`src/rtl/core/u8d_pkg.sv`:
```
package u8d_pkg;

	// Default width of the character counter
	localparam int COUNT_BITS_DFLT = 20;

	// Fixed field widths
	localparam int CP_BITS        = 31;
	localparam int CNT_OUT_BITS   = 20;

	// Depth of the queue between the front and the back
	localparam int QUEUE_DEPTH    = 4;
	localparam int QPTR_BITS      = $clog2(QUEUE_DEPTH);
	localparam int QCNT_BITS      = $clog2(QUEUE_DEPTH + 1);

	// Stream modes
	localparam logic [1:0] MODE_NORMAL   = 2'd0;
	localparam logic [1:0] MODE_STOPPED  = 2'd1;
	localparam logic [1:0] MODE_REJECTED = 2'd2;

	// Byte order marks
	localparam logic [7:0] BOM8_B0  = 8'hEF;
	localparam logic [7:0] BOM8_B1  = 8'hBB;
	localparam logic [7:0] BOM8_B2  = 8'hBF;
	localparam logic [7:0] BOM16_FE = 8'hFE;
	localparam logic [7:0] BOM16_FF = 8'hFF;

	// Lead byte patterns
	localparam logic [7:0] LEAD2_PAT = 8'hC0;
	localparam logic [7:0] LEAD3_PAT = 8'hE0;
	localparam logic [7:0] LEAD4_PAT = 8'hF0;
	localparam logic [7:0] LEAD5_PAT = 8'hF8;
	localparam logic [7:0] LEAD6_PAT = 8'hFC;
	localparam logic [7:0] LEAD6_MSK = 8'hFE;
	localparam logic [7:0] LEAD_MASK = 8'h7F;
	localparam logic [7:0] CONT_MASK = 8'h3F;
	localparam logic [7:0] ASCII_LIM = 8'h80;

	// Replacement character '?'
	localparam logic [CP_BITS-1:0] QMARK = 31'd63;

	// One queued byte with its class
	typedef struct packed {
		logic [7:0] data;
		logic       last;
		logic [2:0] lead;
	} u8d_entry_t;

	// Sequence length of a byte in lead position: 1 for ascii, 2 to 6, 0 invalid
	function automatic logic [2:0] lead_len(input logic [7:0] b);
		logic [2:0] n;
		begin
			if (b < ASCII_LIM)                          n = 3'd1;
			else if ((b & LEAD3_PAT) == LEAD2_PAT)      n = 3'd2;
			else if ((b & LEAD4_PAT) == LEAD3_PAT)      n = 3'd3;
			else if ((b & LEAD5_PAT) == LEAD4_PAT)      n = 3'd4;
			else if ((b & LEAD6_PAT) == LEAD5_PAT)      n = 3'd5;
			else if ((b & LEAD6_MSK) == LEAD6_PAT)      n = 3'd6;
			else                                        n = 3'd0;
			return n;
		end
	endfunction

endpackage

```
`src/rtl/core/u8d_front.sv`:
```
module u8d_front import u8d_pkg::*; (
	input  logic       clk,
	input  logic       arst_n,
	input  logic       item_valid,
	output logic       item_ready,
	input  logic [7:0] byte_value,
	input  logic       last_byte,
	output logic       q_valid,
	output u8d_entry_t q_entry,
	input  logic       q_pop
);

	u8d_entry_t                mem_q [QUEUE_DEPTH];
	logic [QPTR_BITS-1:0]      wr_q;
	logic [QPTR_BITS-1:0]      rd_q;
	logic [QCNT_BITS-1:0]      cnt_q;
	logic                      push;
	logic                      pop;
	u8d_entry_t                new_entry;

	assign item_ready = (cnt_q != QCNT_BITS'(QUEUE_DEPTH));
	assign q_valid    = (cnt_q != '0);
	assign push       = item_valid && item_ready;
	assign pop        = q_pop && q_valid;
	assign q_entry    = mem_q[rd_q];

	// Classify the incoming byte
	always_comb begin
		new_entry.data = byte_value;
		new_entry.last = last_byte;
		new_entry.lead = lead_len(byte_value);
	end

	// Store each transfer
	always_ff @(posedge clk) begin
		if (push) begin
			mem_q[wr_q] <= new_entry;
		end
	end

	// Advance pointers and fill count
	always_ff @(posedge clk or negedge arst_n) begin
		if (!arst_n) begin
			wr_q  <= '0;
			rd_q  <= '0;
			cnt_q <= '0;
		end else begin
			if (push) begin
				wr_q <= (wr_q == QPTR_BITS'(QUEUE_DEPTH - 1)) ? '0 : wr_q + 1'b1;
			end
			if (pop) begin
				rd_q <= (rd_q == QPTR_BITS'(QUEUE_DEPTH - 1)) ? '0 : rd_q + 1'b1;
			end
			if (push && !pop) begin
				cnt_q <= cnt_q + 1'b1;
			end else if (pop && !push) begin
				cnt_q <= cnt_q - 1'b1;
			end
		end
	end

endmodule

```
`src/rtl/core/u8d_back.sv`:
```
module u8d_back import u8d_pkg::*; #(
	parameter int COUNT_BITS = COUNT_BITS_DFLT
) (
	input  logic                    clk,
	input  logic                    arst_n,
	input  logic                    q_valid,
	input  u8d_entry_t              q_entry,
	output logic                    q_pop,
	output logic                    result_valid,
	input  logic                    result_ready,
	output logic [CP_BITS-1:0]      code_point,
	output logic                    has_char,
	output logic                    end_of_string,
	output logic                    ascii_only,
	output logic [CNT_OUT_BITS-1:0] char_count
);

	// Decoder state
	logic [COUNT_BITS-1:0] cnt_q, cnt_d;
	logic                  asc_q, asc_d;
	logic [1:0]            mode_q, mode_d;
	logic [2:0]            hc_q, hc_d;
	logic [2:0]            nt_q, nt_d;
	logic [CP_BITS-1:0]    acc_q, acc_d;
	logic [1:0]            pos_q, pos_d;
	logic [3:0][7:0]       hb_q, hb_d;
	logic [3:0][7:0]       rep_q, rep_d;
	logic [2:0]            rc_q, rc_d;
	logic                  rep_end_q, rep_end_d;
	logic                  endp_q, endp_d;

	// Result register
	logic                  ov_q;
	logic [CP_BITS-1:0]    cp_q;
	logic                  has_q;
	logic                  end_q;
	logic                  asc_out_q;
	logic [COUNT_BITS-1:0] cnt_out_q;

	logic                  adv;
	logic                  use_feed;
	logic [7:0]            fb;
	logic [2:0]            fl;
	logic [2:0]            hc_inc;
	logic [CP_BITS-1:0]    acc_sh;
	logic                  e_valid;
	logic [CP_BITS-1:0]    e_cp;
	logic                  e_has;
	logic                  e_end;
	logic                  e_asc;
	logic [COUNT_BITS-1:0] e_cnt;
	logic                  is_bom8;
	logic                  is_bom16;

	assign adv = !ov_q || result_ready;

	// Feed byte: replay buffer first, then the queue
	assign fb     = (rc_q != 3'd0) ? rep_q[0] : q_entry.data;
	assign fl     = (rc_q != 3'd0) ? lead_len(rep_q[0]) : q_entry.lead;
	assign hc_inc = hc_q + 3'd1;
	assign acc_sh = {acc_q[CP_BITS-7:0], fb[5:0] & CONT_MASK[5:0]};

	assign is_bom8  = (rep_q[0] == BOM8_B0) && (rep_q[1] == BOM8_B1)
		&& (q_entry.data == BOM8_B2);
	assign is_bom16 = ((rep_q[0] == BOM16_FE) && (rep_q[1] == BOM16_FF))
		|| ((rep_q[0] == BOM16_FF) && (rep_q[1] == BOM16_FE));

	// Step the decoder: at most one result per cycle
	always_comb begin
		cnt_d     = cnt_q;
		asc_d     = asc_q;
		mode_d    = mode_q;
		hc_d      = hc_q;
		nt_d      = nt_q;
		acc_d     = acc_q;
		pos_d     = pos_q;
		hb_d      = hb_q;
		rep_d     = rep_q;
		rc_d      = rc_q;
		rep_end_d = rep_end_q;
		endp_d    = endp_q;
		use_feed  = 1'b0;
		q_pop     = 1'b0;
		e_valid   = 1'b0;
		e_cp      = '0;
		e_has     = 1'b0;
		e_end     = 1'b0;

		if (adv) begin
			if (endp_q) begin
				if (hc_q != 3'd0 && mode_q == MODE_NORMAL) begin
					// cut-short sequence: '?' and replay the bytes after its lead
					e_valid   = 1'b1;
					e_has     = 1'b1;
					e_cp      = QMARK;
					rep_d     = hb_q;
					rc_d      = hc_q - 3'd1;
					rep_end_d = 1'b1;
					endp_d    = (hc_q == 3'd1);
					hc_d      = '0;
					nt_d      = '0;
					acc_d     = '0;
				end else begin
					// end result, then clear per-string state
					e_valid = 1'b1;
					e_end   = 1'b1;
					endp_d  = 1'b0;
					hc_d    = '0;
					nt_d    = '0;
					acc_d   = '0;
					pos_d   = '0;
					mode_d  = MODE_NORMAL;
					asc_d   = 1'b1;
					cnt_d   = '0;
				end
			end else if (rc_q != 3'd0) begin
				// replay one held byte
				use_feed = 1'b1;
				rep_d    = {8'h00, rep_q[3:1]};
				rc_d     = rc_q - 3'd1;
				if (rc_q == 3'd1 && rep_end_q) begin
					endp_d = 1'b1;
				end
			end else if (q_valid) begin
				q_pop = 1'b1;
				if (pos_q != 2'd3) begin
					// hold the opening bytes until the mark check
					rep_d[pos_q] = q_entry.data;
					pos_d        = pos_q + 2'd1;
					if (pos_q == 2'd2) begin
						if (is_bom8) begin
							endp_d = q_entry.last;
						end else if (is_bom16) begin
							mode_d = MODE_REJECTED;
							endp_d = q_entry.last;
						end else begin
							rc_d      = 3'd3;
							rep_end_d = q_entry.last;
						end
					end else if (q_entry.last) begin
						rc_d      = {1'b0, pos_q} + 3'd1;
						rep_end_d = 1'b1;
					end
				end else begin
					use_feed = 1'b1;
					endp_d   = q_entry.last;
				end
			end
		end

		// Feed one byte through the sequence decoder
		if (use_feed && mode_q == MODE_NORMAL) begin
			if (hc_q == 3'd0) begin
				if (fb == 8'h00) begin
					mode_d = MODE_STOPPED;
				end else if (fl == 3'd1) begin
					e_valid = 1'b1;
					e_has   = 1'b1;
					e_cp    = CP_BITS'(fb);
				end else begin
					asc_d = 1'b0;
					if (fl == 3'd0) begin
						e_valid = 1'b1;
						e_has   = 1'b1;
						e_cp    = QMARK;
					end else begin
						hc_d  = 3'd1;
						nt_d  = fl;
						acc_d = CP_BITS'(fb & (LEAD_MASK >> fl));
					end
				end
			end else begin
				if (hc_q <= 3'd4) begin
					hb_d[2'(hc_q - 3'd1)] = fb;
				end
				if (hc_inc >= nt_q) begin
					e_valid = 1'b1;
					e_has   = 1'b1;
					e_cp    = acc_sh;
					hc_d    = '0;
					nt_d    = '0;
					acc_d   = '0;
				end else begin
					hc_d  = hc_inc;
					acc_d = acc_sh;
				end
			end
		end

		// Count characters, saturating
		if (e_has && cnt_q != '1) begin
			cnt_d = cnt_q + 1'b1;
		end

		e_asc = e_end ? asc_q : asc_d;
		e_cnt = e_end ? cnt_q : cnt_d;
	end

	// Hold byte buffers
	always_ff @(posedge clk) begin
		hb_q  <= hb_d;
		rep_q <= rep_d;
	end

	// Load the result register
	always_ff @(posedge clk) begin
		if (adv && e_valid) begin
			cp_q      <= e_cp;
			has_q     <= e_has;
			end_q     <= e_end;
			asc_out_q <= e_asc;
			cnt_out_q <= e_cnt;
		end
	end

	// Advance control state
	always_ff @(posedge clk or negedge arst_n) begin
		if (!arst_n) begin
			cnt_q     <= '0;
			asc_q     <= 1'b1;
			mode_q    <= MODE_NORMAL;
			hc_q      <= '0;
			nt_q      <= '0;
			acc_q     <= '0;
			pos_q     <= '0;
			rc_q      <= '0;
			rep_end_q <= 1'b0;
			endp_q    <= 1'b0;
			ov_q      <= 1'b0;
		end else begin
			cnt_q     <= cnt_d;
			asc_q     <= asc_d;
			mode_q    <= mode_d;
			hc_q      <= hc_d;
			nt_q      <= nt_d;
			acc_q     <= acc_d;
			pos_q     <= pos_d;
			rc_q      <= rc_d;
			rep_end_q <= rep_end_d;
			endp_q    <= endp_d;
			if (adv) begin
				ov_q <= e_valid;
			end
		end
	end

	assign result_valid  = ov_q;
	assign code_point    = cp_q;
	assign has_char      = has_q;
	assign end_of_string = end_q;
	assign ascii_only    = asc_out_q;
	assign char_count    = CNT_OUT_BITS'(cnt_out_q);

endmodule

```
`src/rtl/core/utf8_to_code_point_decoder_unit.sv`:
```
// UTF-8 decoder with the legacy lead bytes of up to six bytes (code points up to
// 31 bits). One byte is taken per transfer on the item channel; last_byte closes a
// string. Each decoded character leaves as one transfer on the result channel, and
// every string ends with one extra result that has end_of_string set and carries the
// ascii_only flag and the saturating character count. Plain text streams at one byte
// per clock while result_ready stays high. The decode engine handles one byte or one
// result per cycle when it is not stalled, which sets the cost of bursts. The third
// byte of a string that does not open with a byte order mark is taken, and then each
// of the three held opening bytes is decoded in turn. A last byte also yields the end
// result. When a sequence is cut short at the end, the engine emits a '?' and replays
// each byte held after its lead, and repeats that while the replayed bytes leave
// another sequence pending. A four-entry queue separates byte acceptance from the
// engine, which stalls while a result waits in the result register; the queue keeps
// taking bytes until it is full.
module utf8_to_code_point_decoder_unit import u8d_pkg::*; #(
	parameter int COUNT_BITS = COUNT_BITS_DFLT
) (
	input  logic                    clk,
	input  logic                    arst_n,
	input  logic                    item_valid,
	output logic                    item_ready,
	input  logic [7:0]              byte_value,
	input  logic                    last_byte,
	output logic                    result_valid,
	input  logic                    result_ready,
	output logic [CP_BITS-1:0]      code_point,
	output logic                    has_char,
	output logic                    end_of_string,
	output logic                    ascii_only,
	output logic [CNT_OUT_BITS-1:0] char_count
);

	logic       q_valid;
	u8d_entry_t q_entry;
	logic       q_pop;

	// Accept and classify bytes
	u8d_front u_front (
		.clk        (clk),
		.arst_n     (arst_n),
		.item_valid (item_valid),
		.item_ready (item_ready),
		.byte_value (byte_value),
		.last_byte  (last_byte),
		.q_valid    (q_valid),
		.q_entry    (q_entry),
		.q_pop      (q_pop)
	);

	// Decode and deliver results
	u8d_back #(
		.COUNT_BITS (COUNT_BITS)
	) u_back (
		.clk           (clk),
		.arst_n        (arst_n),
		.q_valid       (q_valid),
		.q_entry       (q_entry),
		.q_pop         (q_pop),
		.result_valid  (result_valid),
		.result_ready  (result_ready),
		.code_point    (code_point),
		.has_char      (has_char),
		.end_of_string (end_of_string),
		.ascii_only    (ascii_only),
		.char_count    (char_count)
	);

endmodule

```
`config.mk`:
```
export PLATFORM = sky130hd
export DESIGN_NAME = utf8_to_code_point_decoder_unit
export DESIGN_NICKNAME = d
export VERILOG_FILES = /design/src/rtl/core/u8d_pkg.sv /design/src/rtl/core/u8d_front.sv /design/src/rtl/core/u8d_back.sv /design/src/rtl/core/utf8_to_code_point_decoder_unit.sv
export SDC_FILE = /design/constraint.sdc
export NUM_CORES = 1
export LEC_CHECK = 0
export ABC_CLOCK_PERIOD_IN_PS = 6200
export BUFFER_PORTS_ARGS = -buffer_cell sky130_fd_sc_hd__buf_2
export CAP_MARGIN = 30
export CORE_UTILIZATION = 50
export CTS_BUF_LIST = sky130_fd_sc_hd__clkbuf_8
export DETAILED_ROUTE_END_ITERATION = 7
export HOLD_SLACK_MARGIN = 0.15
export PLACE_DENSITY = 0.68
export SYNTH_ARGS = -nofsm -noshare
export SYNTH_HDL_FRONTEND = slang
export SYNTH_HIERARCHICAL = 1
export SYNTH_SLANG_ARGS = --single-unit
```
`constraint.sdc`:
```
create_clock -name clk -period 6.2 [get_ports clk]
set_input_delay 1.24 -clock clk [delete_from_list [all_inputs] [get_ports clk]]
set_output_delay 1.24 -clock clk [all_outputs]
set_load 0.005 [all_outputs]
```
# Word level (Yosys, flattened, before mapping)
# Memories as Yosys holds them, arrays and structs flattened.
# Cells that the tools add are included.
word_totals:
  rom_bits: 0
  memories: 1
  latchBits: 0
  word_cells: 271
  output_inout_bits: 56
  mem_bits_rw: 48
  register_bits: 193
classes:
  shifts: 1
  addsub: 10
  mux: 150
  reduce_logical: 39
  bitwise: 2
  n_div: 0
  n_eq_ne: 33
  mul: 0
  order_cmp: 8
mem_list:
  columns: ["name", "words", "word_bits", "rd", "rd_clocked_by_memory_dff", "wr", "line", "text"]
  rows:
  - ["u_front.mem_q", 4, 12, 1, 0, 1, "u8d_front.sv:13", "u8d_entry_t mem_q [QUEUE_DEPTH];"]
op_table:
  columns: ["operator", "count"]
  rows:
  - ["$mux 31", 16]
  - ["$mux 32", 5]
  - ["$mux 3", 40]
  - ["$mux 20", 5]
  - ["$bwmux 32", 2]
  - ["$mux 1", 57]
  - ["$eq 8x8->1 const B", 7]
  - ["$mux 2", 19]
  - ["$demux 8 s2", 2]
  - ["$and 8x31->31", 1]
  - ["$shr 7x3->31 const A", 1]
  - ["$mux 8", 3]
  - ["$add 20x1->20 const B", 1]
  - ["$ne 20x20->1 const B", 1]
  - ["$reduce_bool 3->1", 6]
  - ["$lt 8x8->1 const B", 2]
  - ["$logic_and 1x1->1", 15]
  - ["$eq 7x7->1 const B", 2]
  - ["$eq 6x6->1 const B", 2]
  - ["$eq 5x5->1 const B", 2]
  - ["$eq 3x1->1 const B", 3]
  - ["$sub 3x1->3 const B", 3]
  - ["$eq 4x4->1 const B", 2]
  - ["$logic_not 8->1", 1]
  - ["27 further kinds", 45]

# Logic depth before layout (Yosys ltp)
# Gate-level depths: netlist (run 1).
depth:
  word_depth: 17
  ltp_mapped: 14
  depth_no_buf: 12

# Hierarchy
# Netlist (run 1), hierarchy kept.
by_module_without_submodules:
  columns: ["mod", "area_each_um2", "seq_area_each_um2", "n_inst", "cells_each"]
  rows:
  - ["u8d_back", 8465.6, 5096.1, 1, 710]
  - ["u8d_front", 2254.7, 1616.6, 1, 110]

# Least setup slack after synthesis (run 1)
# No wires, ideal clock.
synth_timing:
  kind: "flip-flop to flip-flop"
  from: "register u_front.rd_q[0]"
  to: "register u_back.asc_out_q, in the netlist u_back/ascii_only, enable pin"
  period_less_slack_ps: 3681
  t_required_ps: 5577
  arrival_time_ps: 3059
  stages_incl_launch_ff: 10
  setup_time_ps: 623
  n_path_buf: 2
  slack_ps: 2519
  cell_sequence: "dfrtp_1 > buf_6 > buf_12 > mux4_2 > nor4_1 > nand3_1 > nand3_1 > nor2_1 > o21ai_1 > nand2_1"
synth_lines:
  columns: ["element", "line", "text"]
  rows:
  - ["start, declared", "u8d_front.sv:15", "logic [QPTR_BITS-1:0] rd_q;"]
  - ["start signal, assigned", "u8d_front.sv:52", "rd_q <= (rd_q == QPTR_BITS'(QUEUE_DEPTH - 1)) ? '0 : rd_q + 1'b1;"]
  - ["end signal, assigned", "u8d_back.sv:211", "asc_out_q <= e_asc;"]
  - ["end, declared", "u8d_back.sv:37", "logic asc_out_q;"]

==> results of run 1 <==
==> area by class of cell <==
| cell class | instances | area [sq um] |
|---|---|---|
| clock buffer | 41 | 564 |
| clock inverter | 31 | 130 |
| fill | 1720 | 9020 |
| inverter | 26 | 97.6 |
| multi-input combinational | 521 | 3730 |
| sequential | 235 | 6710 |
| tap | 275 | 344 |
| timing repair buffer | 77 | 428 |
==> routing by layer <==
metal	up-vias	share of wire, %
met4	0	2.8
li1	3250	-
met1	3350	44
met3	43	6.0
met2	233	47
met5	-	0
==> cell usage in the layout (no fill, tap or decap), types with 16 or more instances in the layout <==
cell / instances
a22o_1: 30
nor2_1: 27
dfrtp_1: 67
o21ai_0: 48
buf_2: 68
clkbuf_8: 41
a21oi_1: 42
and2_1: 37
and3_1: 35
nand2_1: 83
ha_1: 25
nand3_1: 16
inv_1: 40
edfxtp_1: 166
mux2i_1: 21
==> per-stage QoR <==
stage / setup WS [ns] / cells / total power (uW) / util, % / cell area, sq um
2_1_floorplan: 2.52 / 820 / 4200 / - / 10700
3_3_place_gp: 2.04 / 1133 / 4910 / 53.7 / 11300
3_5_place_dp: 1.99 / 1134 / 5000 / 53.8 / 11300
4_1_cts: 2.00 / 1206 / 6210 / 57.1 / 12000
5_1_grt: 1.80 / 1206 / 6570 / 57.1 / 12000
6_report: 2.06 / 1206 / 6190 / 57.1 / 12000
==> report_power, final <==
group	internal, uW	switching [uW]	total (uW)	leakage, uW
clock	615	587	1200	0.000414
sequential	2420	288	2710	0.00251
combinational	779	1490	2270	0.00203
total	3820	2370	6190	0.00496
==> critical path, stage by stage, from the launching register on <==
cell and delay (ns):
dfrtp_1 0.82, mux4_1 0.79, nor4_1 0.33, nand3_1 0.19
and4_1 0.35, a211oi_4 0.72, inv_2 0.26, and3_1 0.28
xor2_1 0.14
==> sequential cells by signal, summed over array words and instances, names as in the netlist <==
signal / count
u_front/mem_q: 48
u_back/hb_q: 32
u_back/rep_q: 32
u_back/code_point: 31
u_back/acc_q: 25
u_back/char_count: 20
u_back/cnt_q: 20
u_back/hc_q: 3
u_back/nt_q: 3
u_back/rc_q: 3
u_front/cnt_q: 3
u_back/mode_q: 2
u_back/pos_q: 2
u_front/rd_q: 2
u_front/wr_q: 2
u_back/asc_q: 1
u_back/ascii_only: 1
u_back/end_of_string: 1
u_back/endp_q: 1
u_back/has_char: 1
u_back/rep_end_q: 1
u_back/result_valid: 1
==> logic make-up (layout without fill, tap and decap cells) <==
family / Yosys count / count (layout) / synth area share (%)
adder cells (fa/ha/maj): 26 / 26 / 3.10
AND/OR/NAND/NOR: 269 / 269 / 13.9
buffers and inverters: 64 / 175 / 2.70
XOR/XNOR: 21 / 21 / 1.72
multiplexers: 41 / 41 / 5.46
flip-flops: 235 / 235 / 62.6
AO/OA/AOI/OAI: 164 / 164 / 10.5
==> path summary, 6_finish.rpt <==
path                                  startpoint                   end  depth (start not counted)
worst max-delay path             u_front/rd_q[0]  u_back/char_count[2]                          8
worst min-delay path            u_back/acc_q[24]      u_back/acc_q[24]                          1
worst max register to register   u_front/rd_q[0]  u_back/char_count[2]                          8
worst min register to register  u_back/acc_q[24]      u_back/acc_q[24]                          1
max in group asynchronous                 arst_n         u_back/endp_q                          2
min in group asynchronous                 arst_n      u_back/cnt_q[19]                          2
==> summary.txt, run 1 <==
Status
  – Outcome: finished clean

Run
  – Max-Cap Viols: 0

Power
  – Power Density: 515 mW/mm^2
  – Leak: 0.00496 uW
  – Max IR drop VDD: 0.000312 V

Detailed routing
  – Routed wire per std cell: 18.4 um
  – Final ANT Viol Nets: 0
  – Post-Route WL: 22.1 mm
  – DRC viols: 0
  – DRT iter0 DRCs: 471
  – Via density: 5.70
  – DR vias: 6876
  – Drt first pass iters: 5

Place
  – Port-buffer cells: 68
  – DP Wirelength: 15.0 mm
  – Final GP Congestion: 0.885

Clock network
  – CTS H-tree depth: 2
  – Clock latency on the worst-skew pair: 0.53 ns
  – Longest Clk Path Bufs: 3
  – Cts hold-fix bufs: 0
  – Clock sinks: 235
  – PostCTS Resize Cnt: 0
  – Cts bufs inserted: 39
  – Setup bufs post-CTS: 0
  – CTS tree: yes
  – CTS Root Cell: clkbuf_8
  – Clock slew at reported path FFs: 0.06 ns

Yosys
  – Distinct cells, synth: 77
  – Count leader, synth: edfxtp_1
  – Cell count after synthesis: 820
  – Avg Cell Area, Syn: 13.1 sq um
  – Top-area cell type share of the netlist area: 46.5%
  – Post-synth top cells: edfxtp_1 (166), nand2_1 (84), dfrtp_1 (68), o21ai_0 (48), a21oi_1 (42)
  – Synthesized flop and latch total: 235
  – Seq/Total Area, Yosys: 62.6%
  – Async SR Flop Fraction: 29.4%
  – EDFF count, synth: 166
  – Yosys warns: 6
  – Largest area contributor in the netlist: edfxtp_1
  – Synthesized area: 0.0107 sq mm
  – Primary FF master, synth: edfxtp_1
  – Top cells by area, synth: edfxtp_1 (46%), dfrtp_1 (16%), nand2_1 (2.9%)
  – Synth Net Count: 859

Setup path
  – Critical path class: reg2reg
  – Nature of the critical path startpoint: flop
  – R2r setup slk: 2.06 ns
  – Critical Path AT: 4.41 ns
  – Worst Path Required: 6.47 ns
  – Crit-path max FO: 16
  – CP endpoint kind: flop

Hold path
  – Hold WC Path Type: reg2reg

Global route
  – Largest net degree at the start of global routing: 71
  – Layer with the highest usage: met2
  – Global Route met3 Usage: 3.80%
  – GRT overflow: 0
  – Initial antenna violation count: 0
  – GRT Resource Usage Total: 20.9%
  – Met1 GRT Util: 28.7%
  – GR Layer Usage met2: 32.8%
  – Vias in the first global route: 6760
  – First-pass GRT wire length: 35.9 mm

STA
  – RSZ-0062 raised after global routing: false
  – Max Clock Skew: 0.0218 ns
  – Worst rel slew slack: 34.8%
  – Max-slew violations: 0
  – Hold slack: 0.492 ns
  – Final-report hold violation count: 0
  – TNS Setup: 0 ns
  – Fmax: 0.241 GHz
  – Setup Viol. Count Final: 0
  – Measured slew at the worst slew-check pin: 0.979 ns
  – Fin crit share: 66.8%
  – Crit path time final: 4.14 ns

Final layout
  – Diodes inserted: 0
  – Layout net count: 939
  – Layout cell share with drive strength beyond 1: 17.8%
  – Synthesis-to-layout area growth: 12.0%

Die
  – Total core area: 0.0210 sq mm
  – Starting density of the core: 51.0%
  – # IOs: 69
  – Die extent in y: 148 um
  – Row cnt: 53
  – Die width: 148 um
  – Die Footprint: 0.0220 sq mm
No activity file was read; power rests on OpenSTA's default activity.
==> run 2, diff against run 1 <==
- ABC_CLOCK_PERIOD_IN_PS: 6200 -> 3650
- PLACE_DENSITY: 0.68 -> 0.7
- clock period: 6.2 -> 3.65 ns (I/O delays scaled with it)
==> run 2 against run 1 <==
- sequential power grew 69%
- sequential share of layout area fell by 0.83 points
- maximum frequency is 22% higher
- clock-buffer cell count is 2 higher
- global-route usage rose by 0.37 points
- critical path type unchanged
- clock skew about the same
- flip-flop and latch count did not move
- largest power group unchanged
- setup slack worse by 1.8 ns
- die area stayed put
- first-iteration DRC count grew 32%
==> summary.txt, run 2 (same netlist as run 1, synthesis figures left out) <==
Clock network
  – PostCTS Resize Cnt: 0 (unchanged)
  – Cts hold-fix bufs: 0 (unchanged)
  – Clock latency on the worst-skew pair: 0.53 ns (about the same)
  – Clock sinks: 235 (unchanged)
  – Clock slew at reported path FFs: 0.06 ns (about the same)
  – CTS tree: yes (unchanged)
  – Longest Clk Path Bufs: 3 (unchanged)
  – Setup bufs post-CTS: 0 (unchanged)
  – CTS H-tree depth: 2 (unchanged)
  – CTS Root Cell: clkbuf_8 (unchanged)
  – Cts bufs inserted: 39 (unchanged)

STA
  – Fin crit share: 92.9% (was 66.8%)
  – Fmax: 0.295 GHz (was 0.241 GHz)
  – Max Clock Skew: 0.0214 ns (was 0.0218 ns)
  – Crit path time final: 3.39 ns (was 4.14 ns)
  – RSZ-0062 raised after global routing: false (unchanged)
  – TNS Setup: 0 ns (unchanged)
  – Setup Viol. Count Final: 0 (unchanged)
  – Max-slew violations: 0 (unchanged)
  – Worst rel slew slack: 45.5% (was 34.8%)
  – Measured slew at the worst slew-check pin: 0.814 ns (was 0.979 ns)
  – Final-report hold violation count: 0 (unchanged)

Global route
  – Vias in the first global route: 6727 (was 6760)
  – First-pass GRT wire length: 36.1 mm (was 35.9 mm)
  – GRT overflow: 0 (unchanged)
  – Largest net degree at the start of global routing: 71 (unchanged)
  – GRT Resource Usage Total: 21.2% (was 20.9%)
  – Initial antenna violation count: 0 (unchanged)

Hold path
  – Hold WC Path Type: in2async (was reg2reg)

Setup path
  – Worst Path Required: 3.91 ns (was 6.47 ns)
  – CP max stage delay: 0.60 ns (was 0.82 ns)
  – CP top delay family: simple AND/OR/NAND/NOR gates (unchanged)
  – Worst path cell trace: mux4_1, nor4_1, nand3_1, and4_1, a211oi_4, buf_4, nor2_2, mux2_1 (was mux4_1, nor4_1, nand3_1, and4_1, a211oi_4, inv_2, and3_1, xor2_1)
  – Critical path class: reg2reg (unchanged)
  – Crit-path max FO: 9 (was 16)
  – CP endpoint kind: flop (unchanged)
  – Worst Path Buf+Inv: 1 (unchanged)
  – Slowest CP cell: mux4_1 (was dfrtp_1)
  – Nature of the critical path startpoint: flop (unchanged)
  – Critical Path AT: 3.66 ns (was 4.41 ns)

Detailed routing
  – Final ANT Viol Nets: 0 (unchanged)
  – Routed wire per std cell: 18.6 um (was 18.4 um)
  – Via density: 5.71 (was 5.70)
  – Post-Route WL: 22.8 mm (was 22.1 mm)
  – DRC viols: 0 (unchanged)
  – Drt first pass iters: 5 (unchanged)
  – DR vias: 7003 (was 6876)
  – DRT iter0 DRCs: 624 (was 471)

Final layout
  – Layout net count: 960 (was 939)
  – Max reg flops: 48 (unchanged)
  – Top Registers: u_front/mem_q x48, u_back/hb_q x32, u_back/rep_q x32 (unchanged)
  – Most frequent cells in the layout: edfxtp_1 (166), nand2_1 (83), buf_2 (68) (unchanged)
  – Biggest register: u_front/mem_q (unchanged)
  – Synthesis-to-layout area growth: 13.7% (was 12.0%)
  – Layout cell share with drive strength beyond 1: 20.0% (was 17.8%)
  – Diodes inserted: 0 (unchanged)
  – Cell area after layout: 0.0122 sq mm (was 0.0120 sq mm)
  – Commonest non-fill, non-tap cell in the layout: edfxtp_1 (unchanged)

Place
  – DP Wirelength: 15.4 mm (was 15.0 mm)
  – Port-buffer cells: 68 (unchanged)
  – Final GP Congestion: 0.895 (was 0.885)
  – DP Area: 0.0114 sq mm (was 0.0113 sq mm)

Power
  – Switching Share: 37.6% (was 38.3%)
  – Cell-internal power: 6740 uW (was 3820 uW)
  – Max IR drop VDD: 0.000583 V (was 0.000312 V)
  – Power Density: 886 mW/mm^2 (was 515 mW/mm^2)
  – Flop pwr share: 42.5% (was 43.9%)
  – Combinational share of power: 37.5% (was 36.7%)
  – Sw Pwr: 4060 uW (was 2370 uW)
  – Power share of the clock group: 20.1% (was 19.4%)
  – Leak: 0.00508 uW (was 0.00496 uW)

Die
  – Starting density of the core: 51.0% (unchanged)
  – Die extent in y: 148 um (unchanged)
  – Total core area: 0.0210 sq mm (unchanged)
  – Die Footprint: 0.0220 sq mm (unchanged)
  – Die width: 148 um (unchanged)
  – # IOs: 69 (unchanged)
  – Row cnt: 53 (unchanged)

Run
  – Max-Cap Viols: 0 (unchanged)

Status
  – Outcome: finished clean (unchanged)
-- run 2: power groups by stage --
| stage | logic [uW] | registers (uW) | clock network, uW |
|---|---|---|---|
| 2_1_floorplan | 2620 | 4500 | 0 |
| 3_3_place_gp | 3960 | 4610 | 0 |
| 3_5_place_dp | 4030 | 4630 | 0 |
| 4_1_cts | 4050 | 4590 | 2220 |
| 5_1_grt | 4450 | 4690 | 2330 |
| 6_report | 4050 | 4590 | 2170 |
-- run 2: area by class of cell --
class                      instances  area [sq um]
tap                              275           344
clock inverter                    29           148
fill                            1672          8830
clock buffer                      43           592
sequential                       235          6720
multi-input combinational        521          3730
inverter                          26          97.6
timing repair buffer              98           566
-- run 2: final timing paths --
path / from / endpoint / slack, ns / cells past startpoint
worst max-delay path: u_front/rd_q[0] / u_back/char_count[1] / 0.26 / 8
worst min-delay path: arst_n / u_back/cnt_q[14] / 0.29 / 1
worst max register to register: u_front/rd_q[0] / u_back/char_count[1] / 0.26 / 8
max in group asynchronous: arst_n / u_front/wr_q[1] / 2.54 / 2
min in group clk: byte_value[0] / u_front/mem_q[1][4] / 0.41 / 1
worst min register to register: u_back/acc_q[19] / u_back/acc_q[19] / 0.50 / 1
-- run 2: per-layer routing --
metal  routed length, um  GRT usage, %  part of all wire (%)
met1               10000          29.7                    44
met2               11000          34.0                    48
met3                1440          3.65                   6.3
met4                 433          6.49                   1.9
met5                   0             0                     0
-- run 2: metrics by stage --
step | hold WS (ns) | total power (uW) | utilization (%) | cells | setup slack, ns
floorplan | 0.434 | 7120 | - | 820 | 0.481
global placement | 0.480 | 8570 | 54.5 | 1155 | 0.197
detailed placement | 0.479 | 8670 | 54.5 | 1155 | 0.120
CTS | 0.292 | 10900 | 58.0 | 1227 | 0.0974
global route | 0.332 | 11500 | 58.0 | 1227 | 0.0723
finish | 0.294 | 10800 | 58.0 | 1227 | 0.259
==> run 3, diff against run 2 <==
- CORE_ASPECT_RATIO: default -> 0.5
- PLACE_DENSITY: 0.7 -> 0.78
==> run 3 against run 2 <==
- critical path depth is the same
- critical endpoint unchanged
- critical path type unchanged
- sequential power hardly changed
- maximum frequency is 3.8% lower
- non-clock buffer count did not move
- die area grew 0.16%
- clock skew increased by 0.0041 ns
- setup slack worse by 0.13 ns
- worst hold slack gained 0.14 ns
- final area is 0.61% lower
- clock power shrank 7%
- sequential share of layout area grew 0.34 points
- flip-flop and latch count did not move
==> summary.txt, run 3 (same netlist as run 1, synthesis figures left out) <==
Final layout
  – Top Registers: u_front/mem_q x48, u_back/hb_q x32, u_back/rep_q x32 (unchanged)
  – Util after Layout: 58.3% (was 58.0%)
  – Synthesis-to-layout area growth: 13.0% (was 13.7%)
  – Diodes inserted: 0 (unchanged)
  – Fill count: 1614 (was 1672)
  – Max reg flops: 48 (unchanged)
  – Most frequent cells in the layout: edfxtp_1 (166), nand2_1 (83), buf_2 (68) (unchanged)
  – Layout cell share with drive strength beyond 1: 19.6% (was 20.0%)
  – Layout net count: 956 (was 960)
  – Commonest non-fill, non-tap cell in the layout: edfxtp_1 (unchanged)
  – Biggest register: u_front/mem_q (unchanged)

Global route
  – First-pass GRT wire length: 36.2 mm (was 36.1 mm)
  – Largest net degree at the start of global routing: 71 (unchanged)
  – Initial antenna violation count: 0 (unchanged)
  – Vias in the first global route: 6728 (was 6727)
  – GRT overflow: 0 (unchanged)
  – GRT Resource Usage Total: 20.8% (was 21.2%)

Die
  – # IOs: 69 (unchanged)
  – Total core area: 0.0208 sq mm (was 0.0210 sq mm)
  – Die Footprint: 0.0221 sq mm (was 0.0220 sq mm)
  – Die width: 209 um (was 148 um)
  – Die extent in y: 106 um (was 148 um)
  – Starting density of the core: 51.6% (was 51.0%)
  – Row cnt: 37 (was 53)

Clock network
  – Clock slew at reported path FFs: 0.07 ns (was 0.06 ns)
  – Cts bufs inserted: 35 (was 39)
  – Setup bufs post-CTS: 0 (unchanged)
  – CTS H-tree depth: 2 (unchanged)
  – CTS Root Cell: clkbuf_8 (unchanged)
  – Clock latency on the worst-skew pair: 0.51 ns (was 0.53 ns)
  – Clock sinks: 235 (unchanged)
  – Longest Clk Path Bufs: 3 (unchanged)
  – CTS tree: yes (unchanged)

Place
  – DP Wirelength: 15.6 mm (was 15.4 mm)
  – Port-buffer cells: 68 (unchanged)
  – Final GP Congestion: 0.914 (was 0.895)

STA
  – Fmax: 0.284 GHz (was 0.295 GHz)
  – Fin crit share: 96.6% (was 92.9%)
  – Max-slew violations: 0 (unchanged)
  – Measured slew at the worst slew-check pin: 0.888 ns (was 0.814 ns)
  – Final-report hold violation count: 0 (unchanged)
  – Setup Viol. Count Final: 0 (unchanged)
  – Max Clock Skew: 0.0255 ns (was 0.0214 ns)
  – RSZ-0062 raised after global routing: false (unchanged)
  – TNS Setup: 0 ns (unchanged)
  – Hold slack: 0.434 ns (was 0.294 ns)
  – Crit path time final: 3.53 ns (was 3.39 ns)
  – Worst rel slew slack: 40.8% (was 45.5%)

Setup path
  – CP endpoint kind: flop (unchanged)
  – Worst Reg-to-Reg Cells: 8 (unchanged)
  – Crit-path max FO: 12 (was 9)
  – R2r setup slk: 0.12 ns (was 0.26 ns)
  – Critical path class: reg2reg (unchanged)
  – Reg-to-Reg Start: u_front/rd_q[0] (unchanged)
  – Critical Path AT: 3.78 ns (was 3.66 ns)
  – FF-to-FF End: u_back/char_count[1] (unchanged)
  – Nature of the critical path startpoint: flop (unchanged)
  – Worst Path Required: 3.91 ns (about the same)

Power
  – Power Density: 877 mW/mm^2 (was 886 mW/mm^2)
  – Max IR drop VDD: 0.000475 V (was 0.000583 V)
  – Leak: 0.00502 uW (was 0.00508 uW)

Detailed routing
  – Post-Route WL: 22.7 mm (was 22.8 mm)
  – DRT iter0 DRCs: 838 (was 624)
  – DRC viols: 0 (unchanged)
  – Final ANT Viol Nets: 0 (unchanged)
  – Via density: 5.79 (was 5.71)
  – DR vias: 7035 (was 7003)
  – Drt first pass iters: 7 (was 5)
  – Routed wire per std cell: 18.7 um (was 18.6 um)

Status
  – Outcome: finished clean (unchanged)

Run
  – Max-Cap Viols: 0 (unchanged)

Hold path
  – Min-delay src: last_byte
  – Hold WC Path Type: in2reg (was in2async)
  – Hold Path Depth: 1
  – Hold Path End: u_front/mem_q[3][3]
==> run 3: worst max path at each step <==
stage	startpoint	to	slack, ns	depth (start not counted)
6_report	u_front/rd_q[0]	u_back/char_count[1]	0.12	8
5_1_grt	u_front/rd_q[0]	u_back/char_count[1]	0.06	8
4_1_cts	u_front/rd_q[0]	u_back/char_count[1]	0.13	8
3_5_place_dp	u_front/rd_q[0]	u_back/char_count[1]	0.02	8
3_3_place_gp	u_front/rd_q[0]	u_back/char_count[1]	0.25	8
2_1_floorplan	u_front/rd_q[0]	u_back/ascii_only	0.48	9
==> run 3: cell type report <==
cell class              count  area (sq um)  share of cell area, %
well taps                 273           342                   2.82
clock buffers              38           523                   4.32
multi-input cells         521          3730                   30.8
repair buffers             98           584                   4.82
clock inverters            24           126                   1.04
flip-flops and latches    235          6720                   55.4
inverters                  26          97.6                  0.806
==> run 3: routing by layer <==
layer  track usage, %  vias up  wire [um]
li1                 -     3271          -
met1             30.3     3431      10300
met2             32.5      295      10400
met3             4.02       38       1640
met4             4.52        0        307
met5                0        -          0
==> run 3: through the flow <==
| stage | setup slack [ns] | area (sq um) | instances | power [uW] |
|---|---|---|---|---|
| final | 0.125 | 12100 | 1215 | 10600 |
| after global routing | 0.0558 | 12100 | 1215 | 11300 |
| after CTS | 0.134 | 12100 | 1215 | 10700 |
| after detailed placement | 0.0228 | 11500 | 1152 | 8620 |
| after global placement | 0.247 | 11400 | 1151 | 8440 |
| after floorplan | 0.481 | 10700 | 820 | 7120 |
==> run 3: critical path, cell delays in order, from the launching register on <==
cell and delay [ns]:
dfrtp_2 0.51, mux4_1 0.63, nor4_1 0.42, nand3_1 0.26, and4_1 0.37, a211oi_4 0.39, buf_4 0.27, nor2_2 0.09
mux2_1 0.32
==> run 3: power by group <==
group / switching, uW / internal (uW)
clock: 978 / 1030
combinational: 2590 / 1460
sequential: 455 / 4110
==> run 3: repair_timing <==
| item | in CTS | in global routing |
|---|---|---|
| setup endpoints to repair | 1 | 0 |
| endpoints found under the hold margin | 14 | 0 |
| hold buffers | 1 | 0 |
| resized for setup | 1 | 0 |
